[config.mk]
export PLATFORM = sky130hd
export DESIGN_NAME = encoder_velocity_estimator
export DESIGN_NICKNAME = d
export VERILOG_FILES = /design/src/enc_vel_pkg.sv /design/src/encoder_velocity_estimator.sv
export SDC_FILE = /design/constraint.sdc
export NUM_CORES = 1
export LEC_CHECK = 0
export ABC_AREA = 1
export BUFFER_PORTS_ARGS = -buffer_cell sky130_fd_sc_hd__clkbuf_2
export CAP_MARGIN = 30
export CORE_MARGIN = 8
export CORE_UTILIZATION = 50
export CTS_CLUSTER_SIZE = 20
export DETAILED_ROUTE_END_ITERATION = 10
export GPL_TIMING_DRIVEN = 0
export HOLD_SLACK_MARGIN = 0.15
export PLACE_DENSITY = 0.68
export SLEW_MARGIN = 10
export SYNTH_ARGS = -nofsm -noshare
export SYNTH_HDL_FRONTEND = slang
export SYNTH_SLANG_ARGS = --single-unit
[constraint.sdc]
create_clock -name clk -period 33.5 [get_ports clk]
set_clock_uncertainty 0.05 [all_clocks]
set_input_delay 6.7 -clock clk [delete_from_list [all_inputs] [get_ports clk]]
set_output_delay 6.7 -clock clk [all_outputs]
set_load 0.005 [all_outputs]
[src/enc_vel_pkg.sv]
// ----------------------------------------------------------------------------
// enc_vel_pkg
// Types, constants and small helpers for the encoder velocity estimator.
// ----------------------------------------------------------------------------
package enc_vel_pkg;

  localparam int NUM_AXES = 2;
  localparam int AXIS_W   = 1;

  localparam int CFG_IDX_W = 2;
  localparam int CFG_DATA_W = 5;

  localparam logic [CFG_IDX_W-1:0] CFG_NO_PULSE_TIMER = 2'd0;
  localparam logic [CFG_IDX_W-1:0] CFG_SIM_AXIS_MASK  = 2'd1;
  localparam logic [CFG_IDX_W-1:0] CFG_COUNT_SHIFT0   = 2'd2;
  localparam logic [CFG_IDX_W-1:0] CFG_COUNT_SHIFT1   = 2'd3;

  localparam logic [31:0] DELTA_LIMIT = 32'd6;
  localparam logic [31:0] PULSE_LIMIT = 32'd128;
  localparam logic [12:0] HOLD_NUMER  = 13'd4096;
  localparam logic [3:0]  VEL_SHIFT   = 4'd4;
  localparam logic [3:0]  PULSE_SHIFT = 4'd8;
  localparam logic [3:0]  REF_SHIFT   = 4'd4;
  localparam logic [2:0]  DIV_STEPS_M1 = 3'd4;

  localparam logic [1:0] DIR_FWD  = 2'b01;
  localparam logic [1:0] DIR_REV  = 2'b11;
  localparam logic [1:0] DIR_STOP = 2'b00;

  typedef enum logic [1:0] {
    S_IDLE,
    S_EVAL,
    S_DIV,
    S_OUT
  } state_t;

  typedef enum logic [1:0] {
    BR_DELTA,
    BR_PULSE,
    BR_HOLD,
    BR_STOP
  } branch_t;

  function automatic logic [31:0] magnitude(input logic [31:0] v);
    return v[31] ? (32'd0 - v) : v;
  endfunction

  function automatic logic [1:0] sign_of(input logic [31:0] v, input logic [1:0] keep);
    if (v == 32'd0) begin
      return keep;
    end
    return v[31] ? DIR_REV : DIR_FWD;
  endfunction

  function automatic logic [31:0] div_pow2(input logic [31:0] v, input logic [3:0] k);
    logic [31:0] q;
    q = magnitude(v) >> k;
    return v[31] ? (32'd0 - q) : q;
  endfunction

endpackage

[src/encoder_velocity_estimator.sv]
// ----------------------------------------------------------------------------
// encoder_velocity_estimator
// Per-axis velocity estimate from encoder count delta or pulse-width speed.
//
// Usage:
//   Input channel (in_valid/in_ready) takes one control tick of one axis:
//   its encoder count, pulse-width speed, init flag and reference velocity.
//   Output channel (out_valid/out_ready) returns one item per tick: axis,
//   velocity, raw delta, direction and the shifted position count.
//   Configuration is to be written through cfg_we/cfg_index/cfg_wdata
//   only while idle; the block itself does not enforce this. An item goes
//   through S_EVAL, then S_DIV when the pulse-width speed is used, to S_OUT:
//   the hold count 4096/|speed| comes from a shared compare-subtract unit
//   resolving one quotient bit per cycle. in_ready is high only while no
//   item is in work: a new item is taken after the last one is committed.
//   A finished item waits in the output register; the next item is taken
//   and worked meanwhile and then waits until the output register frees.
//   Synchronous reset clears configuration and all per-axis state to zero.
// ----------------------------------------------------------------------------
module encoder_velocity_estimator (
  input  logic                                clk,
  input  logic                                rst_n,
  input  logic                                in_valid,
  output logic                                in_ready,
  input  logic                                in_axis,
  input  logic        [31:0]                  in_encoder_count,
  input  logic signed [31:0]                  in_pulse_speed,
  input  logic                                in_init_request,
  input  logic signed [31:0]                  in_reference_velocity,
  output logic                                out_valid,
  input  logic                                out_ready,
  output logic                                out_axis_out,
  output logic signed [31:0]                  out_velocity,
  output logic signed [31:0]                  out_raw_delta,
  output logic signed [1:0]                   out_direction,
  output logic        [31:0]                  out_scaled_count,
  input  logic                                cfg_we,
  input  logic [enc_vel_pkg::CFG_IDX_W-1:0]   cfg_index,
  input  logic [enc_vel_pkg::CFG_DATA_W-1:0]  cfg_wdata
);

  enc_vel_pkg::state_t  state_r, state_nxt;
  enc_vel_pkg::branch_t branch_r, branch_nxt;

  logic        no_pulse_r;
  logic [1:0]  sim_mask_r;
  logic [4:0]  shift0_r;
  logic [4:0]  shift1_r;

  logic [31:0] prev_count_r [enc_vel_pkg::NUM_AXES];
  logic [4:0]  hold_r       [enc_vel_pkg::NUM_AXES];
  logic [31:0] last_vel_r   [enc_vel_pkg::NUM_AXES];
  logic [1:0]  last_dir_r   [enc_vel_pkg::NUM_AXES];
  logic [31:0] sim_count_r  [enc_vel_pkg::NUM_AXES];

  logic [enc_vel_pkg::AXIS_W-1:0] ax_r;
  logic [31:0] count_r;
  logic [31:0] spd_r;
  logic        init_r;
  logic [31:0] ref_r;

  logic [31:0] delta_r, delta_nxt;
  logic [31:0] mag_r, mag_nxt;
  logic [12:0] rem_r, rem_nxt;
  logic [4:0]  quot_r, quot_nxt;
  logic [2:0]  step_r, step_nxt;

  logic        out_valid_r;
  logic        out_axis_r;
  logic [31:0] out_vel_r;
  logic [31:0] out_raw_r;
  logic [1:0]  out_dir_r;
  logic [31:0] out_scaled_r;

  logic [36:0] trial;
  logic        fits;
  logic        commit;
  logic [31:0] mag_delta;

  logic [31:0] vel_c;
  logic [31:0] raw_c;
  logic [1:0]  dir_c;
  logic [4:0]  hold_c;
  logic [31:0] stored_c;
  logic [31:0] sim_c;
  logic        sim_en;
  logic [4:0]  shift_c;

  assign in_ready         = (state_r == enc_vel_pkg::S_IDLE);
  assign out_valid        = out_valid_r;
  assign out_axis_out     = out_axis_r;
  assign out_velocity     = $signed(out_vel_r);
  assign out_raw_delta    = $signed(out_raw_r);
  assign out_direction    = $signed(out_dir_r);
  assign out_scaled_count = out_scaled_r;

  // shared compare-subtract unit
  assign trial = {5'd0, mag_r} << step_r;
  assign fits  = (trial <= {24'd0, rem_r});

  assign commit = (state_r == enc_vel_pkg::S_OUT) && (!out_valid_r || out_ready);

  assign mag_delta = enc_vel_pkg::magnitude(count_r - prev_count_r[ax_r]);

  always_comb begin
    state_nxt  = state_r;
    branch_nxt = branch_r;
    delta_nxt  = delta_r;
    mag_nxt    = mag_r;
    rem_nxt    = rem_r;
    quot_nxt   = quot_r;
    step_nxt   = step_r;
    unique case (state_r)
      enc_vel_pkg::S_IDLE: begin
        if (in_valid) begin
          state_nxt = enc_vel_pkg::S_EVAL;
        end
      end
      enc_vel_pkg::S_EVAL: begin
        delta_nxt = count_r - prev_count_r[ax_r];
        mag_nxt   = enc_vel_pkg::magnitude(spd_r);
        rem_nxt   = enc_vel_pkg::HOLD_NUMER;
        quot_nxt  = 5'd0;
        step_nxt  = enc_vel_pkg::DIV_STEPS_M1;
        if (mag_delta > enc_vel_pkg::DELTA_LIMIT || no_pulse_r) begin
          branch_nxt = enc_vel_pkg::BR_DELTA;
          state_nxt  = enc_vel_pkg::S_OUT;
        end else if (enc_vel_pkg::magnitude(spd_r) > enc_vel_pkg::PULSE_LIMIT) begin
          branch_nxt = enc_vel_pkg::BR_PULSE;
          state_nxt  = enc_vel_pkg::S_DIV;
        end else if (hold_r[ax_r] != 5'd0) begin
          branch_nxt = enc_vel_pkg::BR_HOLD;
          state_nxt  = enc_vel_pkg::S_OUT;
        end else begin
          branch_nxt = enc_vel_pkg::BR_STOP;
          state_nxt  = enc_vel_pkg::S_OUT;
        end
      end
      enc_vel_pkg::S_DIV: begin
        quot_nxt = {quot_r[3:0], fits};
        if (fits) begin
          rem_nxt = rem_r - trial[12:0];
        end
        if (step_r == 3'd0) begin
          state_nxt = enc_vel_pkg::S_OUT;
        end else begin
          step_nxt = step_r - 3'd1;
        end
      end
      enc_vel_pkg::S_OUT: begin
        if (commit) begin
          state_nxt = enc_vel_pkg::S_IDLE;
        end
      end
      default: begin
        state_nxt = enc_vel_pkg::S_IDLE;
      end
    endcase
  end

  always_comb begin
    vel_c    = 32'd0;
    dir_c    = enc_vel_pkg::DIR_STOP;
    hold_c   = hold_r[ax_r];
    case (branch_r)
      enc_vel_pkg::BR_DELTA: begin
        vel_c  = delta_r << enc_vel_pkg::VEL_SHIFT;
        hold_c = 5'd0;
        dir_c  = enc_vel_pkg::sign_of(delta_r << enc_vel_pkg::VEL_SHIFT, last_dir_r[ax_r]);
      end
      enc_vel_pkg::BR_PULSE: begin
        vel_c  = enc_vel_pkg::div_pow2(spd_r, enc_vel_pkg::PULSE_SHIFT);
        hold_c = quot_r;
        dir_c  = enc_vel_pkg::sign_of(enc_vel_pkg::div_pow2(spd_r, enc_vel_pkg::PULSE_SHIFT),
                                      last_dir_r[ax_r]);
      end
      enc_vel_pkg::BR_HOLD: begin
        vel_c  = last_vel_r[ax_r];
        hold_c = hold_r[ax_r] - 5'd1;
        dir_c  = last_dir_r[ax_r];
      end
      default: begin
        vel_c = 32'd0;
        dir_c = enc_vel_pkg::DIR_STOP;
      end
    endcase
    if (init_r) begin
      vel_c = 32'd0;
      dir_c = enc_vel_pkg::DIR_STOP;
    end
    sim_en   = sim_mask_r[ax_r];
    raw_c    = delta_r;
    stored_c = count_r;
    sim_c    = sim_count_r[ax_r];
    if (sim_en) begin
      vel_c    = ref_r;
      raw_c    = enc_vel_pkg::div_pow2(ref_r, enc_vel_pkg::REF_SHIFT);
      sim_c    = sim_count_r[ax_r] + enc_vel_pkg::div_pow2(ref_r, enc_vel_pkg::REF_SHIFT);
      stored_c = sim_c;
      dir_c    = enc_vel_pkg::sign_of(ref_r, enc_vel_pkg::DIR_STOP);
    end
    shift_c = ax_r[0] ? shift1_r : shift0_r;
  end

  always_ff @(posedge clk) begin
    if (!rst_n) begin
      state_r     <= enc_vel_pkg::S_IDLE;
      branch_r    <= enc_vel_pkg::BR_STOP;
      out_valid_r <= 1'b0;
      no_pulse_r  <= 1'b0;
      sim_mask_r  <= 2'd0;
      shift0_r    <= 5'd0;
      shift1_r    <= 5'd0;
      for (int a = 0; a < enc_vel_pkg::NUM_AXES; a++) begin
        prev_count_r[a] <= 32'd0;
        hold_r[a]       <= 5'd0;
        last_vel_r[a]   <= 32'd0;
        last_dir_r[a]   <= enc_vel_pkg::DIR_STOP;
        sim_count_r[a]  <= 32'd0;
      end
    end else begin
      state_r  <= state_nxt;
      branch_r <= branch_nxt;
      if (cfg_we) begin
        unique case (cfg_index)
          enc_vel_pkg::CFG_NO_PULSE_TIMER: no_pulse_r <= cfg_wdata[0];
          enc_vel_pkg::CFG_SIM_AXIS_MASK:  sim_mask_r <= cfg_wdata[1:0];
          enc_vel_pkg::CFG_COUNT_SHIFT0:   shift0_r   <= cfg_wdata;
          enc_vel_pkg::CFG_COUNT_SHIFT1:   shift1_r   <= cfg_wdata;
          default: ;
        endcase
      end
      if (commit) begin
        out_valid_r          <= 1'b1;
        prev_count_r[ax_r]   <= stored_c;
        hold_r[ax_r]         <= hold_c;
        last_vel_r[ax_r]     <= vel_c;
        last_dir_r[ax_r]     <= dir_c;
        sim_count_r[ax_r]    <= sim_c;
      end else if (out_ready) begin
        out_valid_r <= 1'b0;
      end
    end
  end

  always_ff @(posedge clk) begin
    if (in_valid && in_ready) begin
      ax_r    <= in_axis;
      count_r <= in_encoder_count;
      spd_r   <= $unsigned(in_pulse_speed);
      init_r  <= in_init_request;
      ref_r   <= $unsigned(in_reference_velocity);
    end
    delta_r <= delta_nxt;
    mag_r   <= mag_nxt;
    rem_r   <= rem_nxt;
    quot_r  <= quot_nxt;
    step_r  <= step_nxt;
    if (commit) begin
      out_axis_r   <= ax_r[0];
      out_vel_r    <= vel_c;
      out_raw_r    <= raw_c;
      out_dir_r    <= dir_c;
      out_scaled_r <= stored_c >> shift_c;
    end
  end

`ifndef SYNTH
  a_div_only_pulse: assert property (@(posedge clk) disable iff (!rst_n)
    (state_r == enc_vel_pkg::S_DIV) |-> (branch_r == enc_vel_pkg::BR_PULSE)
      && (mag_r > enc_vel_pkg::PULSE_LIMIT))
    else $error("divider running outside pulse branch");

  a_div_rem: assert property (@(posedge clk) disable iff (!rst_n)
    (state_r == enc_vel_pkg::S_OUT && branch_r == enc_vel_pkg::BR_PULSE)
      |-> ({19'd0, rem_r} < mag_r))
    else $error("hold quotient remainder not below divisor");

  a_div_end: assert property (@(posedge clk) disable iff (!rst_n)
    (state_r == enc_vel_pkg::S_DIV && step_r == 3'd0) |=> (state_r == enc_vel_pkg::S_OUT))
    else $error("divider did not finish after last step");

  a_accept_eval: assert property (@(posedge clk) disable iff (!rst_n)
    (in_valid && in_ready) |=> (state_r == enc_vel_pkg::S_EVAL))
    else $error("accepted item not evaluated");

  a_out_from_commit: assert property (@(posedge clk) disable iff (!rst_n)
    $rose(out_valid_r) |-> ($past(state_r) == enc_vel_pkg::S_OUT))
    else $error("result appeared without a commit");
`endif

endmodule

==> results.json, run 1 <==
{
  "ir_drop_v": 0.0000464,
  "die-area_sq_mm": 0.0731,
  "post_cts_buffers": 0,
  "worstSetupEndpointType": "register",
  "die_h_um": 270,
  "dr.pass1.iters": 8,
  "vias_per_cell": 5.63,
  "synth_fa_ha_area_share_pct": 4.02,
  "cp.depth": 15,
  "power_frac_clock_pct": 21.7,
  "port-buffer-count": 210,
  "placed_cell_area_sq_mm": 0.0348,
  "grt-ovfl-total": 0,
  "syn_nets": 4335,
  "grt_pass1_vias": 28100,
  "ctsResizeCount": 0,
  "yosys.area_share.simple_pct": 28.8,
  "grt_max_degree": 69,
  "fill_cells": 6027,
  "seqPwrFrac_pct": 29.6,
  "cp_cell_sequence": "clkbuf_2 -> inv_1 -> a21oi_4 -> buf_16 -> buf_16 -> buf_12 -> buf_12 -> nand2_1 -> nor2_1 -> inv_1 -> clkbuf_1 -> clkbuf_1 -> nand2_4 -> buf_16 -> buf_16",
  "cp_slowest_cell": "a21oi_4",
  "slew_headroom_pct": 29.8,
  "critical-path-max-stage-delay_ns": 0.67,
  "slew_viol_final": 0,
  "rsz0062_at_grt": "no",
  "cts_max_level": 2,
  "cp.arrival_ns": 11.05,
  "antenna_found_initial": 5,
  "finalCritPeriodShare_pct": 32.3,
  "cp-endpoint": "prev_count_r[1][29]",
  "clk_pin_slew_ns": 0.06,
  "syn_inst": 4123,
  "synth_mux_area_share_pct": 1.24,
  "startpoint_type": "primary input",
  "clock-sinks": 507,
  "cpLargestDelayFamily": "buffers and inverters",
  "fmax_mhz": 92.5,
  "track_usage_pct": 28.6,
  "crit_start": "out_ready",
  "synth_edf_count": 488,
  "netSwitchingPower_w": 0.00139,
  "ctsHoldBuffers": 0,
  "timing.rr.end": "state_r[0]",
  "cp_max_fo": 47,
  "num_vias": 29900,
  "ys_seq_elements": 507,
  "cp_num_buf_inv": 11,
  "grt_pass1_wl_um": 164000,
  "layout-drive-gt1-share_pct": 10.8,
  "yosysSeqAreaShare_pct": 46.5,
  "clk_latency_ns": 0.62,
  "boundaryPins": 211,
  "synth_compound_area_share_pct": 10.1,
  "mostFrequentLayoutCells": "1175 x nand2_1, 522 x nor2_1, 488 x edfxtp_1",
  "hpwl_um": 85800,
  "synth_top_family_by_area": "simple AND/OR/NAND/NOR gates",
  "status": "finished, final reports clean",
  "post-route-min-period_ns": 10.81,
  "gp_congestion": 1.02,
  "clock_path_buffers": 3,
  "swShare_pct": 45.5,
  "core_sq_mm": 0.0642,
  "maxCapViolations": 0,
  "syn_area_sq_mm": 0.0323,
  "r2r_slack_ns": 26.52,
  "min_path_cells": 2,
  "path_class": "in2reg",
  "wl_per_cell_um": 20.5,
  "rows": 93,
  "initial_core_util_pct": 50.4,
  "drc": 0,
  "synth_cell_type_count": 66,
  "cts_buffers": 55,
  "areaGrowthSynthToFinish_pct": 13.7,
  "postSynth.asyncResetShare_pct": 0,
  "nets": 4616,
  "worst_pin_slew_ns": 1.05,
  "setup_viol": 0,
  "ant_nets": 0,
  "yosysWarnings": 0,
  "hp-class": "reg2reg",
  "root_buffer": "clkbuf_16",
  "power.leakage_nw": 16.2,
  "worst-endpoint-required_ns": 33.73,
  "cp_common_cell": "buf_16",
  "synth_flop_cell": "edfxtp_1",
  "design_area_sq_mm": 0.0368,
  "power_density_mw_per_mm2": 83.2,
  "drt_iter0_drc": 3269,
  "p_int_w": 0.00167,
  "finalHoldViolations": 0,
  "combPwrFrac_pct": 48.7,
  "fin_setup_tns_ns": 0,
  "synth_area_per_cell_sq_um": 7.84,
  "reg2reg_depth": 26,
  "die_w_um": 270,
  "yosys.area_share.xor_xnor_pct": 1.88,
  "drt-total-wl_um": 109000,
  "tritoncts": "yes",
  "mostFrequentLayoutCell": "nand2_1"
}
-- per-layer routing --
| metal | up-vias | wire, um | global-route usage, % | share of wire [%] |
|---|---|---|---|---|
| li1 | 14200 | - | - | - |
| met1 | 13900 | 43100 | 36.8 | 40 |
| met2 | 1423 | 49500 | 46.1 | 45 |
| met3 | 265 | 10300 | 5.54 | 9.4 |
| met4 | 6 | 6010 | 13.5 | 5.5 |
| met5 | - | 41 | 0 | 0.038 |
-- registers in the layout, indices dropped and copies added, names as in the netlist, 3 cells and up, named ones only --
name	cells
count_r	32
delta_r	32
hold_r	10
last_dir_r	4
last_vel_r	64
mag_r	32
out_raw_delta	32
out_scaled_count	32
out_velocity	32
prev_count_r	64
quot_r	5
ref_r	32
rem_r	13
shift0_r	5
shift1_r	5
sim_count_r	64
spd_r	32
step_r	3
-- area by class of cell --
cell class	instances	area, sq um	area share (%)
flip-flops and latches	507	15000	40.9
multi-input cells	2989	14900	40.7
inverters	496	1870	5.08
clock buffers	68	1490	4.04
repair buffers	224	1340	3.64
well taps	855	1070	2.91
plain buffers	131	551	1.50
clock inverters	34	470	1.28
diodes	1	2.50	0.00681
-- worst min path at each step --
stage,slack (ns),endpoint,start
floorplan,0.37,shift1_r[1],shift1_r[1]
global placement,0.38,shift1_r[1],shift1_r[1]
detailed placement,0.39,shift1_r[2],shift1_r[2]
CTS,0.40,shift1_r[2],shift1_r[2]
global route,0.42,shift1_r[2],shift1_r[2]
finish,0.39,shift1_r[2],shift1_r[2]
-- worst reg2reg max path, cell delays in order (launching register included) --
cell	delay, ns
dfxtp_1	0.40
buf_1	0.54
clkbuf_1	0.85
buf_1	0.62
clkbuf_1	0.79
mux2i_1	0.39
fa_1	0.33
nand3_1	0.11
nand2_1	0.19
nand2_1	0.09
nand2_2	0.10
nand2_1	0.08
nand2_1	0.12
nand2_1	0.06
nand2_1	0.19
nand2_1	0.14
nor2_1	0.15
nor3b_1	0.45
nand3_1	0.13
nand2_1	0.08
nand2_1	0.06
a21oi_1	0.18
nand3_1	0.12
nor2_1	0.25
nand3_1	0.22
nand2_1	0.11
a21oi_1	0.06
-- kinds of logic after synthesis --
group,after synthesis
flops,507
xor+xnor,66
simple gates,2188
fa+ha+maj,102
buf+inv,627
mux,40
compound gates,593
-- per-stage QoR --
step,cells,total power (W),util [%],setup slack (ns),hold slack [ns]
finish,5305,0.00306,57.2,22.69,0.395
floorplan,4123,0.00189,-,18.19,0.373
global placement,5188,0.00235,53.7,12.69,0.384
global route,5304,0.00325,57.2,22.66,0.423
detailed placement,5200,0.00236,54.2,22.20,0.389
CTS,5302,0.00303,57.2,22.85,0.399
-- power groups by stage --
stage / Combinational (W) / Sequential (W) / Clock [W]
6_report: 0.00149 / 0.000906 / 0.000663
5_1_grt: 0.00164 / 0.000912 / 0.000693
4_1_cts: 0.00146 / 0.000904 / 0.000671
3_5_place_dp: 0.00145 / 0.000916 / 0
3_3_place_gp: 0.00142 / 0.000934 / 0
2_1_floorplan: 0.000985 / 0.000901 / 0
-- cells in the mapped netlist (all sizes together) (5+ instances only) --
library cell	number	area (sq um)
a21oi	196	1000
clkinv	5	18.8
a31oi	13	81.3
inv	491	1840
o31ai	5	37.5
clkbuf	90	338
o21bai	6	45.0
nand4	64	415
nand3b	22	185
buf	41	213
nand2	1220	4730
edfxtp	488	14700
xnor2	19	166
nor3	26	156
ha	99	1240
dfxtp	19	380
nor2	563	2300
o22ai	5	31.3
mux2i	40	400
nor4	11	75.1
xor2	47	442
o211ai	8	60.1
nand3	263	1340
or2	12	75.1
o21ai	300	1510
o221ai	29	254
(Power assumes the default switching activity.)
==> run 2, diff against run 1 <==
--- a/config.mk
+++ b/config.mk
@@ -5,7 +5,7 @@
 export SDC_FILE = /design/constraint.sdc
 export NUM_CORES = 1
 export LEC_CHECK = 0
-export ABC_AREA = 1
+export ABC_AREA = 0
 export BUFFER_PORTS_ARGS = -buffer_cell sky130_fd_sc_hd__clkbuf_2
 export CAP_MARGIN = 30
 export CORE_MARGIN = 8
==> constraint.sdc (replaced) <==
create_clock -name clk -period 11.3 [get_ports clk]
set_clock_uncertainty 0.05 [all_clocks]
set_input_delay 2.26 -clock clk [delete_from_list [all_inputs] [get_ports clk]]
set_output_delay 2.26 -clock clk [all_outputs]
set_load 0.005 [all_outputs]
==> run 2 against run 1 <==
Net effect: synthesized area is 4.1% lower; final cell count is 21% lower; sequential power grew to 3.2 times the previous value; synthesized cell count fell by 25%; sequential share of layout area grew 1.7 points; highest routed layer is now met4; core utilization is 0.22 points higher; power increased to 2.9 times the previous value.
==> results.json, run 2 <==
{
  "synth_commonest_cells": "488 x edfxtp_1, 423 x nor2_1, 217 x nand2_1",
  "hp-class": "reg2reg",
  "combPwrFrac_pct": 45.2,
  "drc": 0,
  "drt_iter0_drc": 3377,
  "min_path_cells": 0,
  "die_w_um": 265,
  "status": "finished, final reports clean",
  "p_int_w": 0.00503,
  "postSynth.asyncResetShare_pct": 0,
  "boundaryPins": 211,
  "cts_buffers": 54,
  "yosysSeqAreaShare_pct": 48.5,
  "cts_max_level": 2,
  "ys_seq_elements": 507,
  "rows": 91,
  "cp_max_fo": 10,
  "gp_congestion": 0.985,
  "netSwitchingPower_w": 0.00384,
  "core_sq_mm": 0.0615,
  "cp_num_buf_inv": 7,
  "yosys.area_share.xor_xnor_pct": 3.80,
  "synth_area_leader_cell": "edfxtp_1",
  "ir_drop_v": 0.000156,
  "wl_per_cell_um": 27.6,
  "power_frac_clock_pct": 21.7,
  "dp_slack_ns": 2.45,
  "mostFrequentLayoutCells": "488 x edfxtp_1, 423 x nor2_1, 215 x nand2_1",
  "synth_area_per_cell_sq_um": 10.1,
  "power.leakage_nw": 13.5,
  "ctsHoldBuffers": 0,
  "yosysWarnings": 0,
  "setup_viol": 0,
  "synth.top_cell.area_share_pct": 47.2,
  "num_vias": 27000,
  "cp.depth": 20,
  "post_cts_buffers": 0,
  "antenna_found_initial": 3,
  "synth_top_family_by_area": "simple AND/OR/NAND/NOR gates",
  "ant_nets": 0,
  "worst_pin_slew_ns": 1.06,
  "ctsResizeCount": 0,
  "cp_slowest_cell": "clkbuf_1",
  "track_usage_pct": 31.4,
  "synth_most_common_cell": "edfxtp_1",
  "synth_fa_ha_area_share_pct": 4.19,
  "grt_pass1_wl_um": 167000,
  "hpwl_um": 91000,
  "clock_path_buffers": 3,
  "dr.pass1.iters": 7,
  "syn_nets": 3287,
  "die-area_sq_mm": 0.0703,
  "syn_area_sq_mm": 0.0310,
  "yosys.area_share.simple_pct": 16.8,
  "root_buffer": "clkbuf_16",
  "seqPwrFrac_pct": 33.0,
  "layout-drive-gt1-share_pct": 12.8,
  "port-buffer-count": 210,
  "syn_inst": 3075,
  "cp.arrival_ns": 9.60,
  "areaGrowthSynthToFinish_pct": 13.9,
  "synth_cell_type_count": 88,
  "vias_per_cell": 6.44,
  "grt_max_degree": 68,
  "worst_slack_ns": 2.23,
  "reg2reg_depth": 20,
  "clk_pin_slew_ns": 0.07,
  "r2r_slack_ns": 2.23,
  "rsz0062_at_grt": "no",
  "top_regs": "last_vel_r x64, prev_count_r x64, sim_count_r x64",
  "fill_cells": 5280,
  "fmax_mhz": 110,
  "worst-endpoint-required_ns": 11.82,
  "cp_cell_sequence": "clkbuf_1 -> clkbuf_1 -> clkbuf_1 -> buf_1 -> clkbuf_1 -> mux2i_1 -> ha_1 -> a21oi_1 -> nor3_1 -> nor4b_1 -> inv_1 -> nor3_1 -> nand4_1 -> or3_1 -> clkbuf_1 -> or3_1 -> and3_1 -> a2111oi_0 -> and4_1 -> a31o_2",
  "finalHoldViolations": 0,
  "swShare_pct": 43.3,
  "critical-path-max-stage-delay_ns": 0.79,
  "post-route-min-period_ns": 9.07,
  "grt-ovfl-total": 0,
  "mostFrequentLayoutCell": "edfxtp_1",
  "power_density_mw_per_mm2": 251,
  "slew_viol_final": 0,
  "fin_util_pct": 57.5,
  "path_class": "reg2reg",
  "cp_common_cell": "clkbuf_1",
  "startpoint_type": "register",
  "slew_headroom_pct": 29.6,
  "maxCapViolations": 0,
  "cpLargestDelayFamily": "buffers and inverters",
  "initial_core_util_pct": 50.5,
  "synth_mux_area_share_pct": 7.15,
  "worstSetupEndpointType": "register",
  "nets": 3573,
  "die_h_um": 265,
  "clock-sinks": 507,
  "clk_latency_ns": 0.64,
  "drt-total-wl_um": 116000,
  "synth_edf_count": 488,
  "synth_compound_area_share_pct": 16.3,
  "tritoncts": "yes",
  "yosys-top-cells-area": "edfxtp_1 47%, nor2_1 5.1%, mux2i_1 4.6%",
  "grt_pass1_vias": 25600,
  "finalCritPeriodShare_pct": 80.3,
  "synth_flop_cell": "edfxtp_1"
}
run 2: worst reg2reg max path, cell delays in order, from the launching register on:
cell and delay (ns):
dfxtp_1 0.31, clkbuf_1 0.42, clkbuf_1 0.67, clkbuf_1 0.79
buf_1 0.75, clkbuf_1 0.70, mux2i_1 0.53, ha_1 0.37
a21oi_1 0.22, nor3_1 0.08, nor4b_1 0.79, inv_1 0.33
nor3_1 0.26, nand4_1 0.34, or3_1 0.47, clkbuf_1 0.20
or3_1 0.41, and3_1 0.20, a2111oi_0 0.35, and4_1 0.54
a31o_2 0.24
run 2: routing by layer:
layer	GRT usage, %	up-vias	wire length, um
met5	0	-	0
met4	15.0	0	6290
met3	5.20	283	9950
met2	51.0	1460	53300
met1	41.0	13200	46100
li1	-	12100	-
run 2: metrics by stage:
| stage | std cells | total power (W) | hold WS [ns] | cell area [sq um] | setup TNS, ns |
|---|---|---|---|---|---|
| after detailed placement | 4089 | 0.00685 | 0.410 | 33300 | 0 |
| after floorplan | 3075 | 0.00540 | 0.374 | 31000 | 0 |
| after global placement | 4075 | 0.00680 | 0.388 | 33100 | -1186.61 |
| after global routing | 4197 | 0.00923 | 0.444 | 35300 | 0 |
| after CTS | 4191 | 0.00877 | 0.426 | 35300 | 0 |
| final | 4198 | 0.00886 | 0.426 | 35300 | 0 |
run 2: cell families after synthesis:
family | Yosys count
XOR/XNOR | 133
buffers and inverters | 267
multiplexers | 212
adder cells (fa/ha/maj) | 102
flip-flops | 507
AO/OA/AOI/OAI | 754
AND/OR/NAND/NOR | 1100
run 2: final timing paths:
kind | from | endpoint
max | register | branch_r[1]
min | ax_r | out_axis_out
max reg2reg | register | branch_r[1]
min reg2reg | ax_r | out_axis_out
run 2: area by class of cell:
cell class	instances	area [sq um]	area share, %
antenna	1	2.50	0.00708
timing repair buffer	230	1350	3.81
clock buffer	63	1400	3.95
sequential	507	15000	42.6
clock inverter	39	513	1.45
multi-input combinational	2301	15000	42.6
inverter	97	364	1.03
buffer	170	648	1.83
tap	790	988	2.80
run 2: power by group through the flow:
stage	combinational, W	sequential [W]	clock [W]
6_report	0.00401	0.00292	0.00193
5_1_grt	0.00429	0.00294	0.00201
4_1_cts	0.00392	0.00291	0.00194
3_5_place_dp	0.00390	0.00295	0
3_3_place_gp	0.00381	0.00299	0
2_1_floorplan	0.00264	0.00275	0
